--- src/hdl/swrg_pkg.sv ---
// Shared types and constants of the sender whitelist replay gate.
package swrg_pkg;

  localparam int KEY_WORDS = 4;
  localparam int WORD_W    = 64;
  localparam int IN_W      = 520;  // 517 payload bits padded to whole bytes
  localparam int OUT_W     = 8;

  // gate_status codes
  localparam logic [2:0] GS_OK        = 3'd0;
  localparam logic [2:0] GS_INTERLOCK = 3'd1;
  localparam logic [2:0] GS_NO_SLOT   = 3'd2;
  localparam logic [2:0] GS_BAD_SEQ   = 3'd3;
  localparam logic [2:0] GS_EXPIRED   = 3'd4;
  localparam logic [2:0] GS_BAD_SIG   = 3'd5;

  typedef enum logic [2:0] {
    S_IDLE,
    S_CHECK,
    S_SCAN,
    S_DRAIN,
    S_RESOLVE,
    S_ENROLL,
    S_JUDGE,
    S_FINISH
  } ctrl_state_e;

  // controller -> datapath
  typedef struct packed {
    logic load;          // capture input transfer
    logic scan_start;    // clear scan counters and flags
    logic scan_rd;       // read one key word, advance
    logic enroll_begin;  // claim free slot
    logic enroll_wr;     // write one key word into claimed slot
    logic judge;         // run sequence/time/signature checks
    logic fail_intlk;    // result: interlock
    logic fail_noslot;   // result: table full
    logic out_load;      // move result to output register
  } cmd_t;

  // datapath -> controller
  typedef struct packed {
    logic interlock;
    logic scan_last;
    logic found;
    logic free_found;
    logic enroll_last;
    logic out_free;
  } sts_t;

endpackage

--- src/hdl/swrg_ctrl.sv ---
// Sequencing state machine of the gate.
module swrg_ctrl (
  input  logic           clk_i,
  input  logic           rst_ni,
  input  logic           in_valid_i,
  output logic           in_ready_o,
  input  swrg_pkg::sts_t sts_i,
  output swrg_pkg::cmd_t cmd_o
);
  import swrg_pkg::*;

  ctrl_state_e state_q, state_d;

  always_ff @(posedge clk_i or negedge rst_ni) begin
    if (!rst_ni) begin
      state_q <= S_IDLE;
    end else begin
      state_q <= state_d;
    end
  end

  always_comb begin
    state_d    = state_q;
    cmd_o      = '0;
    in_ready_o = 1'b0;
    case (state_q)
      S_IDLE: begin
        in_ready_o = 1'b1;
        if (in_valid_i) begin
          cmd_o.load = 1'b1;
          state_d    = S_CHECK;
        end
      end
      S_CHECK: begin
        if (sts_i.interlock) begin
          cmd_o.fail_intlk = 1'b1;
          state_d          = S_FINISH;
        end else begin
          cmd_o.scan_start = 1'b1;
          state_d          = S_SCAN;
        end
      end
      S_SCAN: begin
        cmd_o.scan_rd = 1'b1;
        if (sts_i.scan_last) begin
          state_d = S_DRAIN;
        end
      end
      S_DRAIN: begin
        state_d = S_RESOLVE;  // last compare lands
      end
      S_RESOLVE: begin
        if (sts_i.found) begin
          state_d = S_JUDGE;  // sequence RAM reads the matched slot this cycle
        end else if (sts_i.free_found) begin
          cmd_o.enroll_begin = 1'b1;
          state_d            = S_ENROLL;
        end else begin
          cmd_o.fail_noslot = 1'b1;
          state_d           = S_FINISH;
        end
      end
      S_ENROLL: begin
        cmd_o.enroll_wr = 1'b1;
        if (sts_i.enroll_last) begin
          state_d = S_JUDGE;
        end
      end
      S_JUDGE: begin
        cmd_o.judge = 1'b1;
        state_d     = S_FINISH;
      end
      S_FINISH: begin
        if (sts_i.out_free) begin
          cmd_o.out_load = 1'b1;
          state_d        = S_IDLE;
        end
      end
      default: begin
        state_d = S_IDLE;
      end
    endcase
  end

  a_judge_has_slot: assert property (@(posedge clk_i) disable iff (!rst_ni)
    (state_q == S_JUDGE) |-> (sts_i.found || sts_i.free_found))
    else $error("judge without a matched or enrolled slot");

  a_enroll_not_found: assert property (@(posedge clk_i) disable iff (!rst_ni)
    (state_q == S_ENROLL) |-> !sts_i.found)
    else $error("enrolling a key that is already in the table");

  a_finish_hold: assert property (@(posedge clk_i) disable iff (!rst_ni)
    (state_q == S_FINISH && !sts_i.out_free) |=> (state_q == S_FINISH))
    else $error("left finish while the output register was still full");

endmodule

--- config.mk ---
export PLATFORM = sky130hd
export DESIGN_NAME = swrg_ctrl
export DESIGN_NICKNAME = d
export VERILOG_FILES = /design/src/hdl/swrg_pkg.sv /design/src/hdl/swrg_ctrl.sv
export SDC_FILE = /design/constraint.sdc
export NUM_CORES = 1
export LEC_CHECK = 0
export ABC_AREA = 1
export BUFFER_PORTS_ARGS = -buffer_cell sky130_fd_sc_hd__buf_2
export CAP_MARGIN = 20
export CORE_AREA = 2 2 39 41
export CTS_BUF_LIST = sky130_fd_sc_hd__clkbuf_8
export DETAILED_ROUTE_END_ITERATION = 6
export DIE_AREA = 0 0 41 43
export GPL_TIMING_DRIVEN = 0
export SYNTH_ARGS = -nofsm -noshare
export SYNTH_HDL_FRONTEND = slang
export SYNTH_SLANG_ARGS = --single-unit
--- constraint.sdc ---
create_clock -name clk_i -period 1.05 [get_ports clk_i]
set_input_delay 0.2625 -clock clk_i [delete_from_list [all_inputs] [get_ports clk_i]]
set_output_delay 0.2625 -clock clk_i [all_outputs]
set_load 0.05 [all_outputs]
==> impl_results.md, run 1 <==
* Residual DRC at 0
* Area leader, netlist: dfrtp_1
* Drt wl/cell at 11.7 um
* Post-DP HPWL at 660 um
* Placeable Area at 1380 sq um
* GP Congestion at 0.812
* Die Height at 43 um
* CP startpoint kind: flip-flop
* Worst relative slew slack at 86.5%
* WL final at 1240 um
* Final setup margin at -0.485 ns
* CTS root buf: clkbuf_8
* Largest family of logic cells by synthesized area: simple AND/OR/NAND/NOR gates
* Critical-path cell list: inv_4 -> nand2_8 -> nor2_4 -> nand2_2 -> clkinvlp_4 -> buf_8
* Fin area at 863 sq um
* CP Data Arrival Time at 1.27 ns
* RSZ-0062 raised after global routing: yes
* Met2 usage at 25.3%
* Initial antenna violation count at 0
* Grt met3 use at 2.62%
* Total power at 0.00299 W
* WP data required at 0.79 ns
* Clock latency on the worst-skew pair at 0.22 ns
* Filler cell count at 103
* Die Width at 41 um
* Post-DR vias/cell at 4.67
* Multi-input gate area in the final layout at 362 sq um
* Hold Crit Class: primary input to asynchronous set/reset pin
* Number of flip-flops in the largest register at 3
* Failing checks: negative setup slack
* Register bit count reported by yosys at 3
* Grt total ovfl at 0
* Post-route setup TNS at -4.96 ns
* Leading cell types in the layout, fill and taps excluded: 10 x nand2_1, 9 x nor2_4, 9 x buf_4
* H-tree depth at 1
* Library cells used by synthesis at 21
* Dpl cells at 90
* Port bufs at 18
* Post-synthesis sequential area ratio at 20.8%
* Syn_area_per_cell at 6.46 sq um
* Ant diodes at 0
* Peak VDD IR at 1.33 mV
* Compound-Gate Fraction of Synth Area at 8.30%
* Sink Count at 3
* Final clock skew at 0.00226 ns
* Via count at 495
* Slew Viols, Final at 0
* Peak fanout along the critical path at 6
* Register bank with the most flops: state_q
* Clock tree buffer depth at 2
* Area Overhead vs Synth at 139%
* Largest net degree at the start of global routing at 9
* Worst path buffer plus inverter count at 3
* Largest cells by area after synthesis: dfrtp_1 21%, nand2_1 11%, inv_1 10%, nand3_2 5.5%, nand2_2 5.2%
* First-pass GRT wire length at 1790 um
* Mapped Area at 362 sq um
* Mux share of post-synthesis cell area at 0%
* Reg clk slew, reported paths at 0.03 ns
* FP Rows at 14
* Layout Nets at 100
* CTS tree: built
* Mapped Cells at 56
* Initial DRC count at 10
* Cell Area, Placed at 579 sq um
* Top Registers: state_q x3
* Mapped Nets at 65
* Final hold violation count at 0
* Commonest non-fill, non-tap cell in the layout: nand2_1
* Period Utilization, post-route at 146%
* MaxCap Viol Count at 0
* Cell Pwr Density at 3460 nW/um^2
* Tot GR Track Use at 15.4%
* IO Pins at 19
* Synth top area share at 20.8%
* Minimum clock period at 1.53 ns
* Final number of setup-violating endpoints at 13
* Die area at 1760 sq um
* Xor/xnor share of the synthesized area at 0%
* Grt peak-use layer: met2
* Critical Path Max Stage Delay at 0.47 ns
* CP endpoint kind: output pin
* Final Non-Filler Cells at 106
* Vias in the first global route at 453
* Clock buffer count from CTS at 3
* Sequential cell area at 76.3 sq um
* Critical-path top delay cell: dfrtp_2
* Worst-Margin Slew at 0.201 ns
* Synthesized-area fraction occupied by adder cells at 0%
* Met1 Track Usage GR at 16.9%
* Post-synthesis simple-gate area fraction at 52.6%
* Share of layout cells above drive strength 1 at 68.9%
* Drt pass-1 iters at 4
* Syn. warnings at 0
* Starting Density at 26.1%
* Status: finished with violations
* WS Path Type: flip-flop to output pin
* Pre-CTS setup slack at -0.434 ns
* Critical path's top delay family: flip-flops
* Leakage power at 0.407 nW
* Antenna Violating Nets Remaining at 0
* Fmax at 652 MHz
layer usage:
layer	up-vias	routed length, um
met5	-	0
met3	6	53
met1	230	448
li1	241	-
met2	18	692
met4	0	46
worst reg2reg max path: stages (launching register included):
cell and delay [ns]:
dfrtp_2 0.47, nor2_4 0.18, buf_4 0.13, buf_4 0.10, nand3_2 0.08, nand2_4 0.10
nor2_4 0.05, nand2_1 0.05, nand2_1 0.05
Yosys cell counts (all sizes together):
master  count
inv        12
buf         2
nor4        1
o21bai      2
nand3       5
nor3        2
a21oi       1
nand4       2
o21ai       2
dfrtp       3
nand2      15
nor2        9
cell families (layout without fill, tap and decap cells):
family	count (synthesis)	count (layout)
buffers and inverters	14	48
AO/OA/AOI/OAI	5	5
AND/OR/NAND/NOR	34	34
flip-flops	3	3
per-stage QoR:
stage,util (%),hold slack (ns)
floorplan,-,-0.0331
global placement,41.9,0.0584
detailed placement,41.9,0.0584
CTS,57.3,0.387
global route,62.4,0.404
finish,62.4,0.392
power by group:
group          switching, W  internal (W)  leakage [nW]
clock             0.0000788      0.000249        0.0269
combinational       0.00140      0.000993         0.346
sequential        0.0000831      0.000187        0.0345
total               0.00156       0.00143         0.407
cell type report:
type	instances	share of cell area [%]
multi-input combinational	39	41.9
timing repair buffer	30	31.4
sequential	3	8.84
inverter	12	7.25
clock buffer	3	4.78
buffer	2	3.04
tap	16	2.32
clock inverter	1	0.435
worst paths after layout:
check                           cells past startpoint  slack, ns    endpoint       start
worst max-delay path                                6      -0.48    cmd_o[2]  state_q[1]
worst min-delay path                                2       0.39  state_q[0]      rst_ni
worst max register to register                      8      -0.28  state_q[1]  state_q[1]
max in group asynchronous                           2       0.54  state_q[1]      rst_ni
worst min register to register                      5       0.80  state_q[1]  state_q[2]
min in group clk_i                                  6       0.50  state_q[0]    sts_i[3]
timing repair:
action / 4_1_cts / 5_1_grt
endpoints found under the hold margin: 3 / 0
setup buffers: 9 / 2
endpoints found under the setup margin: 13 / 13
gates cloned: 0 / 0
resized for setup: 27 / 11
pin swaps: 11 / 3
hold buffers: 1 / 0
(Power assumes the default switching activity.)
==> run 2, diff against run 1 <==
clock period = 1.2 ns   (was 1.05 ns; I/O delays follow)
==> run 2 against run 1 <==
Effect of this change: the flow still finishes with violations (negative setup slack); design area decreased by 4.1%; sequential share of layout area rose by 0.37 points; clock power fell by 15%; flip-flop and latch count unchanged; non-clock buffer count unchanged; worst setup slack better by 0.10 ns; clock skew grew 0.0014 ns; register-to-register slack better by 0.14 ns; global-route usage fell by 0.89 points; hold slack improved by 0.027 ns; critical endpoint is now cmd_o[1]; largest cell class unchanged.
==> impl_results.md, run 2 (synthesis results as in run 1) <==
* Status: finished with violations
* Failing checks: negative setup slack
* First-pass GRT wire length at 1790 um (unchanged)
* Peak fanout along the critical path at 6 (unchanged)
* GP Congestion at 0.816 (+0.47%)
* Final Non-Filler Cells at 106 (unchanged)
* Post-DR vias/cell at 4.49 (-3.8%)
* Critical-path cell list: nor2_4 -> nand3_2 -> nor2_4 -> buf_8
* Net switching power at 0.00128 W (-18%)
* Largest net degree at the start of global routing at 10 (+1)
* Worst relative slew slack at 86.0% (-0.54 points)
* Antenna Violating Nets Remaining at 0 (unchanged)
* Commonest non-fill, non-tap cell in the layout: buf_4
* WL final at 1130 um (-9.2%)
* Peak VDD IR at 1.27 mV (-4.4%)
* Leakage power at 0.416 nW (+2.1%)
* Dpl cells at 90 (unchanged)
* Die area at 1760 sq um (unchanged)
* Critical Path Max Stage Delay at 0.47 ns (about the same)
* Post-route setup TNS at -3.51 ns (+1.46 ns)
* Share of layout cells above drive strength 1 at 68.9% (unchanged)
* Combinational share of power at 79.0% (-1.0 points)
* RSZ-0062 raised after global routing: yes
* CP most frequent cell: nor2_4
* Initial antenna violation count at 0 (unchanged)
* Metal-1 WL at 420 um (-6.3%)
* Area Overhead vs Synth at 129%
* MaxCap Viol Count at 0 (unchanged)
* CTS root buf: clkbuf_8
* Number of flip-flops in the largest register at 3 (unchanged)
* IO Pins at 19 (unchanged)
* WL met3 at 45 um (-15%)
* Clock share of power at 11.3% (+0.3 points)
* Minimum clock period at 1.58 ns
* Sink Count at 3 (unchanged)
* Uppermost layer routed: met3
* WS Path Type: flip-flop to output pin
* Tot GR Track Use at 14.5% (-0.89 points)
* Port bufs at 18 (unchanged)
* Internal cell power at 0.00119 W (-17%)
* Leading cell types in the layout, fill and taps excluded: 11 x buf_4, 9 x nand2_1, 8 x nor2_4, 8 x inv_1, 8 x buf_2
* Worst hold slack at 0.419 ns (+0.0274 ns)
* Hold Crit Class: primary input to asynchronous set/reset pin
* Vias in the first global route at 465 (+2.6%)
* Cell Pwr Density at 2980 nW/um^2 (-14%)
* Final hold violation count at 0 (unchanged)
* Grt total ovfl at 0 (unchanged)
* H-tree depth at 1 (unchanged)
* Critical-path top delay cell: dfrtp_2
* Initial DRC count at 5 (-5)
* Die Width at 41 um (unchanged)
* Residual DRC at 0 (unchanged)
* Placeable Area at 1380 sq um (unchanged)
* Starting Density at 26.1% (unchanged)
* Clock tree buffer depth at 2 (unchanged)
* WL met2 at 659 um (-4.8%)
* Register bank with the most flops: state_q
* CP startpoint kind: flip-flop
* Slew Viols, Final at 0 (unchanged)
* WP data required at 0.90 ns (+0.11 ns)
* Sw frac at 51.8% (-0.37 points)
* Die Height at 43 um (unchanged)
* Fmax at 632 MHz
* Ant diodes at 0 (unchanged)
* Worst-Margin Slew at 0.209 ns (+0.00811 ns)
* CTS tree: built
* Post-DP HPWL at 706 um (+7.1%)
* FP Rows at 14 (unchanged)
* Final setup margin at -0.382 ns (+0.102 ns)
* Via count at 476 (-3.8%)
* Clock buffer count from CTS at 3 (unchanged)
* Final clock skew at 0.00365 ns (+0.00139 ns)
* Layout Nets at 100 (unchanged)
* Drt pass-1 iters at 2 (-2)
* Reg clk slew, reported paths at 0.03 ns (about the same)
* CP endpoint kind: output pin
* Clock latency on the worst-skew pair at 0.21 ns (about the same)
* Period Utilization, post-route at 132%
* Reg power frac at 9.7% (+0.7 points)
* Final number of setup-violating endpoints at 13 (unchanged)
* Top Registers: state_q x3
* Filler cell count at 118 (+15%)
* CP Data Arrival Time at 1.28 ns (about the same)
* Pre-CTS setup slack at -0.327 ns (+0.106 ns)
* Drt wl/cell at 10.6 um (-9.2%)
==> run 2: power groups by stage <==
stage | Sequential (W) | Combinational, W | Clock [W]
after floorplan | 0.000218 | 0.00121 | 0
after global placement | 0.000228 | 0.00141 | 0
after detailed placement | 0.000227 | 0.00141 | 0
after CTS | 0.000236 | 0.00176 | 0.000283
after global routing | 0.000245 | 0.00209 | 0.000294
final | 0.000238 | 0.00195 | 0.000279
==> run 2: repair_timing <==
item	CTS	global route
hold buffers	1	0
setup endpoints to repair	10	13
resized for setup	24	8
hold endpoints to repair	3	0
buffers inserted	8	3
cloned	0	0
pin swaps	7	4
==> run 2: critical path: cells and delay by family, from the launching register on <==
family / cells / cell delay (ns)
buf+inv: 1 / 0.15
flops: 1 / 0.47
simple gates: 3 / 0.45
==> run 2: worst paths after layout <==
path                       startpoint          to  slack, ns  cells past startpoint
max in group asynchronous      rst_ni  state_q[1]       0.66                      2
min in group clk_i           sts_i[4]  state_q[1]       0.53                      6
setup reg to reg           state_q[1]  state_q[0]      -0.14                      8
hold reg to reg            state_q[2]  state_q[1]       0.80                      5
hold / removal                 rst_ni  state_q[2]       0.42                      2
setup / recovery           state_q[1]    cmd_o[1]      -0.38                      4
==> run 2: per-layer routing <==
layer	GRT usage (%)	up-vias
li1	-	247
met1	16.7	217
met2	24.4	12
met3	4.71	0
met4	4.00	0
met5	0	-
==> run 2: per-stage QoR <==
step	util (%)	area [sq um]	power [W]
finish	59.9	828	0.00247
detailed placement	41.9	579	0.00164
CTS	56.0	774	0.00228
global route	59.9	828	0.00263
floorplan	-	469	0.00143
global placement	41.9	579	0.00163
==> run 2: area by class of cell <==
type	count	area [sq um]	share of cell area (%)
Inverter	12	62.6	7.55
Clock buffer	3	41.3	4.98
Multi-Input combinational cell	39	330	39.9
Timing Repair Buffer	30	268	32.3
Tap cell	16	20.0	2.42
Sequential cell	3	76.3	9.21
Clock inverter	1	3.75	0.453
Buffer	2	26.3	3.17
==> run 3, diff against run 2 <==
SETUP_SLACK_MARGIN = 0.15   (was unset)
==> run 3 against run 2 <==
Effect of this change: critical path type unchanged; critical path depth grew 2; non-clock buffer count grew 1; design area grew 5.4%; the run still ends with negative setup slack left; largest cell class unchanged; utilization grew 3.3 points; combinational power grew 9%; flip-flop and latch count is the same; clock power grew 1%; cell count grew 0.94%; first-iteration DRC count grew to 3.6 times the previous value; clock skew shrank 0.0024 ns; power grew 7.3%.
==> impl_results.md, run 3 (synthesis results as in run 1) <==
* R2r endpoint: state_q[1]
* Minimum clock period at 1.56 ns (-0.0204 ns)
* Final number of setup-violating endpoints at 13 (unchanged)
* Worst relative slew slack at 86.5% (+0.50 points)
* Peak VDD IR at 1.28 mV (+0.51%)
* FP Rows at 14 (unchanged)
* Slew Viols, Final at 0 (unchanged)
* Post-DP HPWL at 660 um (-6.6%)
* Area Overhead vs Synth at 142%
* Dpl cells at 90 (unchanged)
* Die area at 1760 sq um (unchanged)
* Reg clk slew, reported paths at 0.03 ns (about the same)
* Via count at 481 (+1.1%)
* Share of layout cells above drive strength 1 at 69.2% (+0.34 points)
* Worst-Margin Slew at 0.201 ns (-0.00741 ns)
* Total power at 0.00265 W (+7.3%)
* CP Data Arrival Time at 1.26 ns (-0.02 ns)
* Initial antenna violation count at 0 (unchanged)
* WS Path Type: flip-flop to output pin
* Residual DRC at 0 (unchanged)
* First-pass GRT wire length at 1790 um (unchanged)
* Peak fanout along the critical path at 6 (unchanged)
* Sink Count at 3 (unchanged)
* Grt total ovfl at 0 (unchanged)
* CTS root buf: clkbuf_8
* WL met3 at 45 um (unchanged)
* Commonest non-fill, non-tap cell in the layout: nand2_1
* Metal-1 WL at 472 um (+12%)
* Die Height at 43 um (unchanged)
* GP Congestion at 0.812 (-0.47%)
* Layout Nets at 101 (+1.0%)
* WL met2 at 676 um (+2.6%)
* Uppermost layer routed: met4
* Top Registers: state_q x3
* MaxCap Viol Count at 0 (unchanged)
* Hold Crit Class: primary input to asynchronous set/reset pin
* Final setup margin at -0.362 ns (+0.0204 ns)
* Placeable Area at 1380 sq um (unchanged)
* Status: finished with violations
* RSZ-0062 raised after global routing: yes
* IO Pins at 19 (unchanged)
* Post-DR vias/cell at 4.50 (+0.11%)
* Flop2flop setup slack at -0.13 ns (about the same)
* Ant diodes at 0 (unchanged)
* Fin area at 873 sq um (+5.4%)
* Leakage power at 0.416 nW (+0.18%)
* CP endpoint kind: output pin
* Period Utilization, post-route at 130% (-1.7 points)
* Number of flip-flops in the largest register at 3 (unchanged)
* Cell Pwr Density at 3030 nW/um^2 (+1.8%)
* WL final at 1210 um (+7.5%)
* Largest net degree at the start of global routing at 9 (-1)
* Post-route setup TNS at -3.31 ns (+0.195 ns)
* Antenna Violating Nets Remaining at 0 (unchanged)
* Starting Density at 26.1% (unchanged)
* Fin util at 63.1% (+3.3 points)
* Initial DRC count at 18 (+13)
* Failing checks: negative setup slack
* Clock latency on the worst-skew pair at 0.21 ns (about the same)
* Drt pass-1 iters at 4 (+2)
* Final hold violation count at 0 (unchanged)
* Reg2reg start: state_q[1]
* WP data required at 0.90 ns (about the same)
* Final clock skew at 0.00128 ns (-0.00237 ns)
* CP startpoint kind: flip-flop
* Vias in the first global route at 453 (-2.6%)
* CTS tree: built
* Clock tree buffer depth at 2 (unchanged)
* Leading cell types in the layout, fill and taps excluded: 10 x nand2_1, 9 x buf_6, 9 x nor2_4, 9 x buf_4
* Fmax at 640 MHz (+1.3%)
* H-tree depth at 1 (unchanged)
* Cell Area, Placed at 579 sq um (unchanged)
* Final Non-Filler Cells at 107 (+0.94%)
* Die Width at 41 um (unchanged)
* FF-to-FF path depth at 8 (unchanged)
* Drt wl/cell at 11.3 um (+6.5%)
* Tot GR Track Use at 15.4% (+0.89 points)
* Register bank with the most flops: state_q
* Port bufs at 18 (unchanged)
* Clock buffer count from CTS at 3 (unchanged)
## run 3: layout make-up
type	instances	area [sq um]
multi-input cells	39	360
inverters	12	62.6
well taps	16	20.0
fillers	104	510
plain buffers	2	26.3
flip-flops and latches	3	76.3
clock inverters	1	3.75
repair buffers	31	283
clock buffers	3	41.3
## run 3: how the worst max path moves through the flow
stage | start | end | cells past startpoint
floorplan | state_q[0] | cmd_o[5] | 2
global placement | state_q[0] | cmd_o[1] | 5
detailed placement | state_q[0] | cmd_o[1] | 5
CTS | state_q[1] | cmd_o[2] | 6
global route | state_q[1] | cmd_o[2] | 6
finish | state_q[1] | cmd_o[2] | 6
## run 3: layer usage
| metal | global-route usage (%) | up-vias |
|---|---|---|
| met2 | 25.3 | 15 |
| met5 | 0 | - |
| met3 | 2.62 | 2 |
| met4 | 10.0 | 0 |
| met1 | 16.9 | 217 |
| li1 | - | 247 |
## run 3: what timing repair did
action,CTS,global route
pin swaps,11,6
buffers inserted,9,3
gates resized for setup,27,12
hold buffers,1,0
endpoints found under the setup margin,13,13
hold endpoints to repair,3,0
## run 3: critical path, stage by stage, from the launching register on
cell	delay [ns]
dfrtp_2	0.47
inv_4	0.13
nand2_8	0.07
nor2_4	0.08
nand2_2	0.07
clkinvlp_4	0.08
buf_8	0.13
## run 3: through the flow
step	worst slack, ns	hold WS [ns]
floorplan	-0.259	0.00441
global placement	-0.313	0.0959
detailed placement	-0.321	0.0959
CTS	-0.351	0.425
global route	-0.390	0.441
finish	-0.362	0.433
## run 3: report_power, final
part	switching [W]	leakage (nW)	internal (W)	total [W]
logic	0.00123	0.355	0.000901	0.00213
clock network	0.0000654	0.0269	0.000218	0.000283
registers	0.0000721	0.0345	0.000163	0.000236
